$ cat config.mk
export PLATFORM = sky130hd
export DESIGN_NAME = spiq_ctrl
export DESIGN_NICKNAME = d
export VERILOG_FILES = /design/src/rtl/spiq_pkg.sv /design/src/rtl/spiq_ctrl.sv
export SDC_FILE = /design/constraint.sdc
export NUM_CORES = 1
export LEC_CHECK = 0
export ABC_AREA = 1
export BUFFER_PORTS_ARGS = -buffer_cell sky130_fd_sc_hd__buf_2
export CAP_MARGIN = 20
export CELL_PAD_IN_SITES_DETAIL_PLACEMENT = 2
export CELL_PAD_IN_SITES_GLOBAL_PLACEMENT = 2
export CORE_UTILIZATION = 34
export CTS_BUF_LIST = sky130_fd_sc_hd__clkbuf_4 sky130_fd_sc_hd__clkbuf_8
export DETAILED_ROUTE_END_ITERATION = 8
export GPL_ROUTABILITY_DRIVEN = 0
export PLACE_DENSITY_LB_ADDON = 0.1
export SETUP_SLACK_MARGIN = 0.02
export SYNTH_ARGS = -nofsm -noshare
export SYNTH_HDL_FRONTEND = slang
export SYNTH_SLANG_ARGS = --single-unit
$ cat constraint.sdc
create_clock -name clock -period 8.4 [get_ports clock]
set_clock_uncertainty 0.1 [all_clocks]
set_input_delay 2.1 -clock clock [delete_from_list [all_inputs] [get_ports clock]]
set_output_delay 2.1 -clock clock [all_outputs]
set_load 0.02 [all_outputs]
$ cat src/rtl/spiq_pkg.sv
// ----------------------------------------------------------------------------
// spiq_pkg
// Shared types and constants for the sorted insertion priority queue.
// ----------------------------------------------------------------------------
package spiq_pkg;

   localparam int DEPTH     = 1024;
   localparam int TAG_BITS  = 16;
   localparam int PRIO_BITS = 3;
   localparam int IDX_BITS  = $clog2(DEPTH);
   localparam int CNT_BITS  = $clog2(DEPTH + 1);

   localparam logic [CNT_BITS-1:0] FULL_COUNT = CNT_BITS'(DEPTH);
   localparam logic [IDX_BITS-1:0] LAST_INDEX = IDX_BITS'(DEPTH - 1);

   localparam logic KIND_INSERT = 1'b0;
   localparam logic KIND_REMOVE = 1'b1;

   typedef struct packed {
      logic                 kind;
      logic [TAG_BITS-1:0]  entry_tag;
      logic [PRIO_BITS-1:0] entry_priority;
   } req_word_type;

   typedef struct packed {
      logic                 accepted;
      logic                 full_dropped;
      logic                 empty_seen;
      logic [TAG_BITS-1:0]  out_tag;
      logic [PRIO_BITS-1:0] out_priority;
      logic [IDX_BITS-1:0]  moved_count;
      logic [CNT_BITS-1:0]  occupancy;
   } rsp_word_type;

   typedef struct packed {
      logic [TAG_BITS-1:0]  tag;
      logic [PRIO_BITS-1:0] prio;
   } entry_type;

   typedef struct packed {
      logic                wr_en;
      logic [IDX_BITS-1:0] wr_addr;
      entry_type           wr_data;
      logic                rd_en;
      logic [IDX_BITS-1:0] rd_addr;
   } mem_req_type;

endpackage

$ cat src/rtl/spiq_ctrl.sv
// ----------------------------------------------------------------------------
// spiq_ctrl
// Sequencer: ring pointers, the backward shift walk and the result word.
// ----------------------------------------------------------------------------
module spiq_ctrl (
   input  logic                  clock,
   input  logic                  reset,
   input  logic                  start,
   output logic                  busy,
   input  spiq_pkg::req_word_type req_word,
   output logic                  rsp_strobe,
   output spiq_pkg::rsp_word_type rsp_word,
   output spiq_pkg::mem_req_type  mem_req,
   input  spiq_pkg::entry_type    rd_data
);
   import spiq_pkg::*;

   typedef enum logic [1:0] {
      ST_IDLE,
      ST_WALK,
      ST_PLACE,
      ST_POP
   } state_type;

   state_type           state_ff, state_in;
   logic [IDX_BITS-1:0] head_ff, head_in;
   logic [IDX_BITS-1:0] tail_ff, tail_in;
   logic [CNT_BITS-1:0] count_ff, count_in;
   logic [IDX_BITS-1:0] cur_ff, cur_in;
   logic [IDX_BITS-1:0] pos_ff, pos_in;
   logic [IDX_BITS-1:0] step_ff, step_in;
   entry_type           new_ff, new_in;
   logic                rsp_strobe_ff, rsp_strobe_in;
   rsp_word_type        rsp_word_ff, rsp_word_in;
   logic [CNT_BITS-1:0] step_next;

   function automatic logic [IDX_BITS-1:0] wrap_prev(input logic [IDX_BITS-1:0] i);
      return (i == '0) ? LAST_INDEX : i - 1'b1;
   endfunction

   function automatic logic [IDX_BITS-1:0] wrap_next(input logic [IDX_BITS-1:0] i);
      return (i == LAST_INDEX) ? '0 : i + 1'b1;
   endfunction

   assign step_next = CNT_BITS'(step_ff) + 1'b1;

   always_comb begin
      state_in      = state_ff;
      head_in       = head_ff;
      tail_in       = tail_ff;
      count_in      = count_ff;
      cur_in        = cur_ff;
      pos_in        = pos_ff;
      step_in       = step_ff;
      new_in        = new_ff;
      rsp_strobe_in = 1'b0;
      rsp_word_in   = rsp_word_ff;
      mem_req       = '0;

      case (state_ff)
         ST_IDLE: begin
            if (start) begin
               if (req_word.kind == KIND_INSERT) begin
                  if (count_ff == FULL_COUNT) begin
                     rsp_strobe_in            = 1'b1;
                     rsp_word_in              = '0;
                     rsp_word_in.full_dropped = 1'b1;
                     rsp_word_in.occupancy    = count_ff;
                  end else if (count_ff == '0) begin
                     // nothing to pass, entry lands at the tail
                     mem_req.wr_en            = 1'b1;
                     mem_req.wr_addr          = tail_ff;
                     mem_req.wr_data.tag      = req_word.entry_tag;
                     mem_req.wr_data.prio     = req_word.entry_priority;
                     tail_in                  = wrap_next(tail_ff);
                     count_in                 = count_ff + 1'b1;
                     rsp_strobe_in            = 1'b1;
                     rsp_word_in              = '0;
                     rsp_word_in.accepted     = 1'b1;
                     rsp_word_in.occupancy    = count_ff + 1'b1;
                  end else begin
                     new_in.tag      = req_word.entry_tag;
                     new_in.prio     = req_word.entry_priority;
                     mem_req.rd_en   = 1'b1;
                     mem_req.rd_addr = wrap_prev(tail_ff);
                     cur_in          = wrap_prev(tail_ff);
                     pos_in          = tail_ff;
                     step_in         = '0;
                     state_in        = ST_WALK;
                  end
               end else begin
                  if (count_ff == '0) begin
                     rsp_strobe_in          = 1'b1;
                     rsp_word_in            = '0;
                     rsp_word_in.empty_seen = 1'b1;
                  end else begin
                     mem_req.rd_en   = 1'b1;
                     mem_req.rd_addr = head_ff;
                     state_in        = ST_POP;
                  end
               end
            end
         end

         ST_WALK: begin
            if (rd_data.prio > new_ff.prio) begin
               // shift one slot toward the tail, prefetch the next older entry if any remain
               mem_req.wr_en   = 1'b1;
               mem_req.wr_addr = pos_ff;
               mem_req.wr_data = rd_data;
               pos_in          = cur_ff;
               step_in         = step_ff + 1'b1;
               if (step_next == count_ff) begin
                  state_in = ST_PLACE;
               end else begin
                  mem_req.rd_en   = 1'b1;
                  mem_req.rd_addr = wrap_prev(cur_ff);
                  cur_in          = wrap_prev(cur_ff);
               end
            end else begin
               mem_req.wr_en           = 1'b1;
               mem_req.wr_addr         = pos_ff;
               mem_req.wr_data         = new_ff;
               tail_in                 = wrap_next(tail_ff);
               count_in                = count_ff + 1'b1;
               rsp_strobe_in           = 1'b1;
               rsp_word_in             = '0;
               rsp_word_in.accepted    = 1'b1;
               rsp_word_in.moved_count = step_ff;
               rsp_word_in.occupancy   = count_ff + 1'b1;
               state_in                = ST_IDLE;
            end
         end

         ST_PLACE: begin
            mem_req.wr_en           = 1'b1;
            mem_req.wr_addr         = pos_ff;
            mem_req.wr_data         = new_ff;
            tail_in                 = wrap_next(tail_ff);
            count_in                = count_ff + 1'b1;
            rsp_strobe_in           = 1'b1;
            rsp_word_in             = '0;
            rsp_word_in.accepted    = 1'b1;
            rsp_word_in.moved_count = step_ff;
            rsp_word_in.occupancy   = count_ff + 1'b1;
            state_in                = ST_IDLE;
         end

         ST_POP: begin
            head_in                  = wrap_next(head_ff);
            count_in                 = count_ff - 1'b1;
            rsp_strobe_in            = 1'b1;
            rsp_word_in              = '0;
            rsp_word_in.accepted     = 1'b1;
            rsp_word_in.out_tag      = rd_data.tag;
            rsp_word_in.out_priority = rd_data.prio;
            rsp_word_in.occupancy    = count_ff - 1'b1;
            state_in                 = ST_IDLE;
         end

         default: begin
            state_in = ST_IDLE;
         end
      endcase
   end

   always_ff @(posedge clock) begin
      if (reset) begin
         state_ff      <= ST_IDLE;
         head_ff       <= '0;
         tail_ff       <= '0;
         count_ff      <= '0;
         rsp_strobe_ff <= 1'b0;
      end else begin
         state_ff      <= state_in;
         head_ff       <= head_in;
         tail_ff       <= tail_in;
         count_ff      <= count_in;
         rsp_strobe_ff <= rsp_strobe_in;
      end
      cur_ff      <= cur_in;
      pos_ff      <= pos_in;
      step_ff     <= step_in;
      new_ff      <= new_in;
      rsp_word_ff <= rsp_word_in;
   end

   assign busy       = (state_ff != ST_IDLE);
   assign rsp_strobe = rsp_strobe_ff;
   assign rsp_word   = rsp_word_ff;

endmodule

==> results_dict.tcl <==
set metrics [dict create \
    cts_made_buffers 17 \
    post_cts_resized 0 \
    avgSynthCellArea_um2 7.86 \
    antennaDiodeCount 0 \
    synth-simple-area-share_pct 25.8 \
    endpoint_kind "output port" \
    viasPerCell 5.16 \
    grt_max_degree 35 \
    drc 0 \
    fin_nets 1101 \
    timing.setup.tns_ps 0 \
    worst_pin_slew_ps 898 \
    grt_use_total_pct 24.3 \
    power_density_mw_per_mm2 397 \
    cap_violations 0 \
    swShare_pct 47.7 \
    cts_tree "yes" \
    period_needed_ps 6650 \
    cts.sinks 126 \
    ys_types 45 \
    p_leak_nw 3.79 \
    synth_compound_area_share_pct 12.7 \
    syn-num-nets 979 \
    synth_ff_type "edfxtp_1" \
    cp_num_cells 12 \
    syn_to_final_growth_pct 18.5 \
    pwr-share-comb_pct 49.6 \
    wl_per_cell_um 19.2 \
    internal_power_mw 1.78 \
    insertion_delay_ps 470 \
    totalWireLength_um 25600 \
    cpMaxStageDelayCell "clkinv_1" \
    cp_common_cell "nand2_1" \
    start_util_pct 34.6 \
    die_h_um 148 \
    finalInstanceArea_mm2 0.00859 \
    synthArstFlopShare_pct 0 \
    synth-seq-cells 126 \
    synth_top_family_by_area "simple AND/OR/NAND/NOR gates" \
    antenna_found_initial 0 \
    cp_cell_sequence "buf_2 -> ha_1 -> nand2_1 -> o21ai_0 -> nand2_1 -> a21oi_1 -> clkinv_1 -> a22oi_1 -> nand2_1 -> nand2_1 -> inv_1 -> buf_2" \
    path_buf_inv 4 \
    crit_fanout 18 \
    fin_crit_sh_pct 79.2 \
    min_path_cells 1 \
    r2r_cells 9 \
    fp.dieW_um 148 \
    drt_iter0_markers 350 \
    total_power_mw 3.41 \
    synth_xor_area_share_pct 2.49 \
    drt_first_pass_iters 4 \
    yosysWarnings 0 \
    critPathKind "in2out" \
    slowest_delay_ps 570 \
    pwr-share-clk_pct 16.7 \
    synth_edf_count 92 \
    cts_setup_buffers 0 \
    hold_path.class "reg2reg" \
    ir_drop_mv 0.164 \
    drive_gt1_share_pct 18.0 \
    place_area_mm2 0.00817 \
    num_vias 6873 \
    switching_power_mw 1.63 \
    slew_headroom_pct 40.1 \
    hold_viol_final 0 \
    setup_viol 0 \
    grt-ovfl-total 0 \
    worstPathArrival_ps 4450 \
    portBuffers 127 \
    synth_area_mm2 0.00725 \
    grt_pass1_vias 7331 \
    dp_hpwl_um 18900 \
    htree_levels 4 \
    status "complete, no violations" \
    dieArea_mm2 0.0219 \
    required_ps 6200 \
    seqPwrFrac_pct 33.7 \
    clk_pin_slew_ps 70 \
    cp_top_family "buffers and inverters" \
    startpoint_type "input port" \
    core_area_mm2 0.0210 \
    final_core_util_pct 41.0 \
    fmax_mhz 150 \
    drv_slew 0 \
    grt_first_pass_wirelength_um 40600 \
    synth_cells 922 \
    drtAntennaViolNets 0 \
    core.rowCount 53 \
    cts_hold_buf 0 \
    synth_fa_ha_area_share_pct 2.59 \
    rsz0062_at_grt "no" \
    io_pins 128 \
    clk_path_buf_depth 2 \
    seq_area_frac_synth_pct 47.5 \
    yosys-mux-area-fraction_pct 0.276 \
    cts_root_buf "clkbuf_8" \
]
per-stage QoR:
step | setup slack, ps | std cells | hold slack [ps]
detailed placement | 1750 | 1300 | 406
global route | 1530 | 1332 | 448
global placement | 1960 | 1300 | 386
CTS | 1750 | 1332 | 423
finish | 1750 | 1332 | 419
floorplan | 1630 | 922 | 362
power by group through the flow:
stage	logic (mW)	clock network, mW	registers, mW
detailed placement	1.70	0	1.17
floorplan	0.973	0	1.28
global placement	1.66	0	1.15
CTS	1.71	0.583	1.15
finish	1.69	0.571	1.15
global route	1.86	0.608	1.18
cells in the final DEF (no fill, tap or decap), types with 4 or more instances in the layout:
master      Yosys  routed
clkinv_1        4       5
a21oi_1        53      53
o211ai_1       15      15
buf_4           0       7
or2_2           5       5
o221ai_1        9       9
dfxtp_1        34      34
clkinvlp_4      0       5
clkbuf_8        0      18
xor2_1         11      11
ha_1           15      15
xnor2_1         7       7
nand4_1        11      11
nand3_1        44      44
nand2_1       236     236
nor2_1        100      99
o21ai_0        64      64
buf_2           6     127
nor2_2          3       4
inv_1         120     120
a22oi_1         7       7
nor3_1         25      24
edfxtp_1       92      92
final timing paths:
check,startpoint,to,slack (ps)
setup / recovery,rd_data[2],mem_req[28],1750
hold / removal,head_ff[5],head_ff[5],420
setup reg to reg,count_ff[0],rsp_word[22],5100
hold reg to reg,head_ff[5],head_ff[5],420
Yosys cell counts (all sizes together), types with 5 or more instances:
| library cell | n | area share (%) |
|---|---|---|
| a21oi | 53 | 3.7 |
| a22oi | 7 | 0.73 |
| buf | 8 | 0.62 |
| clkbuf | 23 | 1.2 |
| clkinv | 5 | 0.28 |
| dfxtp | 34 | 9.4 |
| edfxtp | 92 | 38 |
| ha | 15 | 2.6 |
| inv | 125 | 6.5 |
| nand2 | 238 | 13 |
| nand3 | 45 | 3.3 |
| nand4 | 11 | 0.95 |
| nor2 | 106 | 6.0 |
| nor3 | 26 | 2.0 |
| o211ai | 15 | 1.6 |
| o21ai | 65 | 4.5 |
| o221ai | 9 | 1.1 |
| or2 | 5 | 0.43 |
| xnor2 | 7 | 0.85 |
| xor2 | 11 | 1.3 |
kinds of logic (layout without fill, tap and decap cells):
logic type,count (synthesis),in the layout
flops,126,126
buf+inv,161,296
mux,2,2
simple gates,438,438
xor+xnor,19,19
fa+ha+maj,15,15
compound gates,161,161
layout make-up:
cell class | count | area (µm²)
fill | 2534 | 12400
sequential | 126 | 3440
multi-input combinational | 635 | 3200
timing repair buffer | 134 | 688
inverter | 130 | 494
tap | 275 | 344
clock buffer | 21 | 270
clock inverter | 11 | 141
flip-flops by register name, indices dropped and copies added (netlist names):
register,flops
pos_ff,10
step_ff,10
cur_ff,10
rsp_strobe,1
count_ff,11
state_ff,2
tail_ff,10
new_ff,19
rsp_word,43
head_ff,10
per-layer routing:
metal | part of all wire [%] | vias up | global-route usage, % | wire, µm
li1 | - | 3294 | - | -
met1 | 45 | 3412 | 31.0 | 11600
met2 | 49 | 138 | 42.5 | 12600
met3 | 3.5 | 29 | 3.30 | 883
met4 | 1.6 | 0 | 7.37 | 420
met5 | 0 | - | 0 | 0
Note: power is estimated with default switching activity, not from simulation.
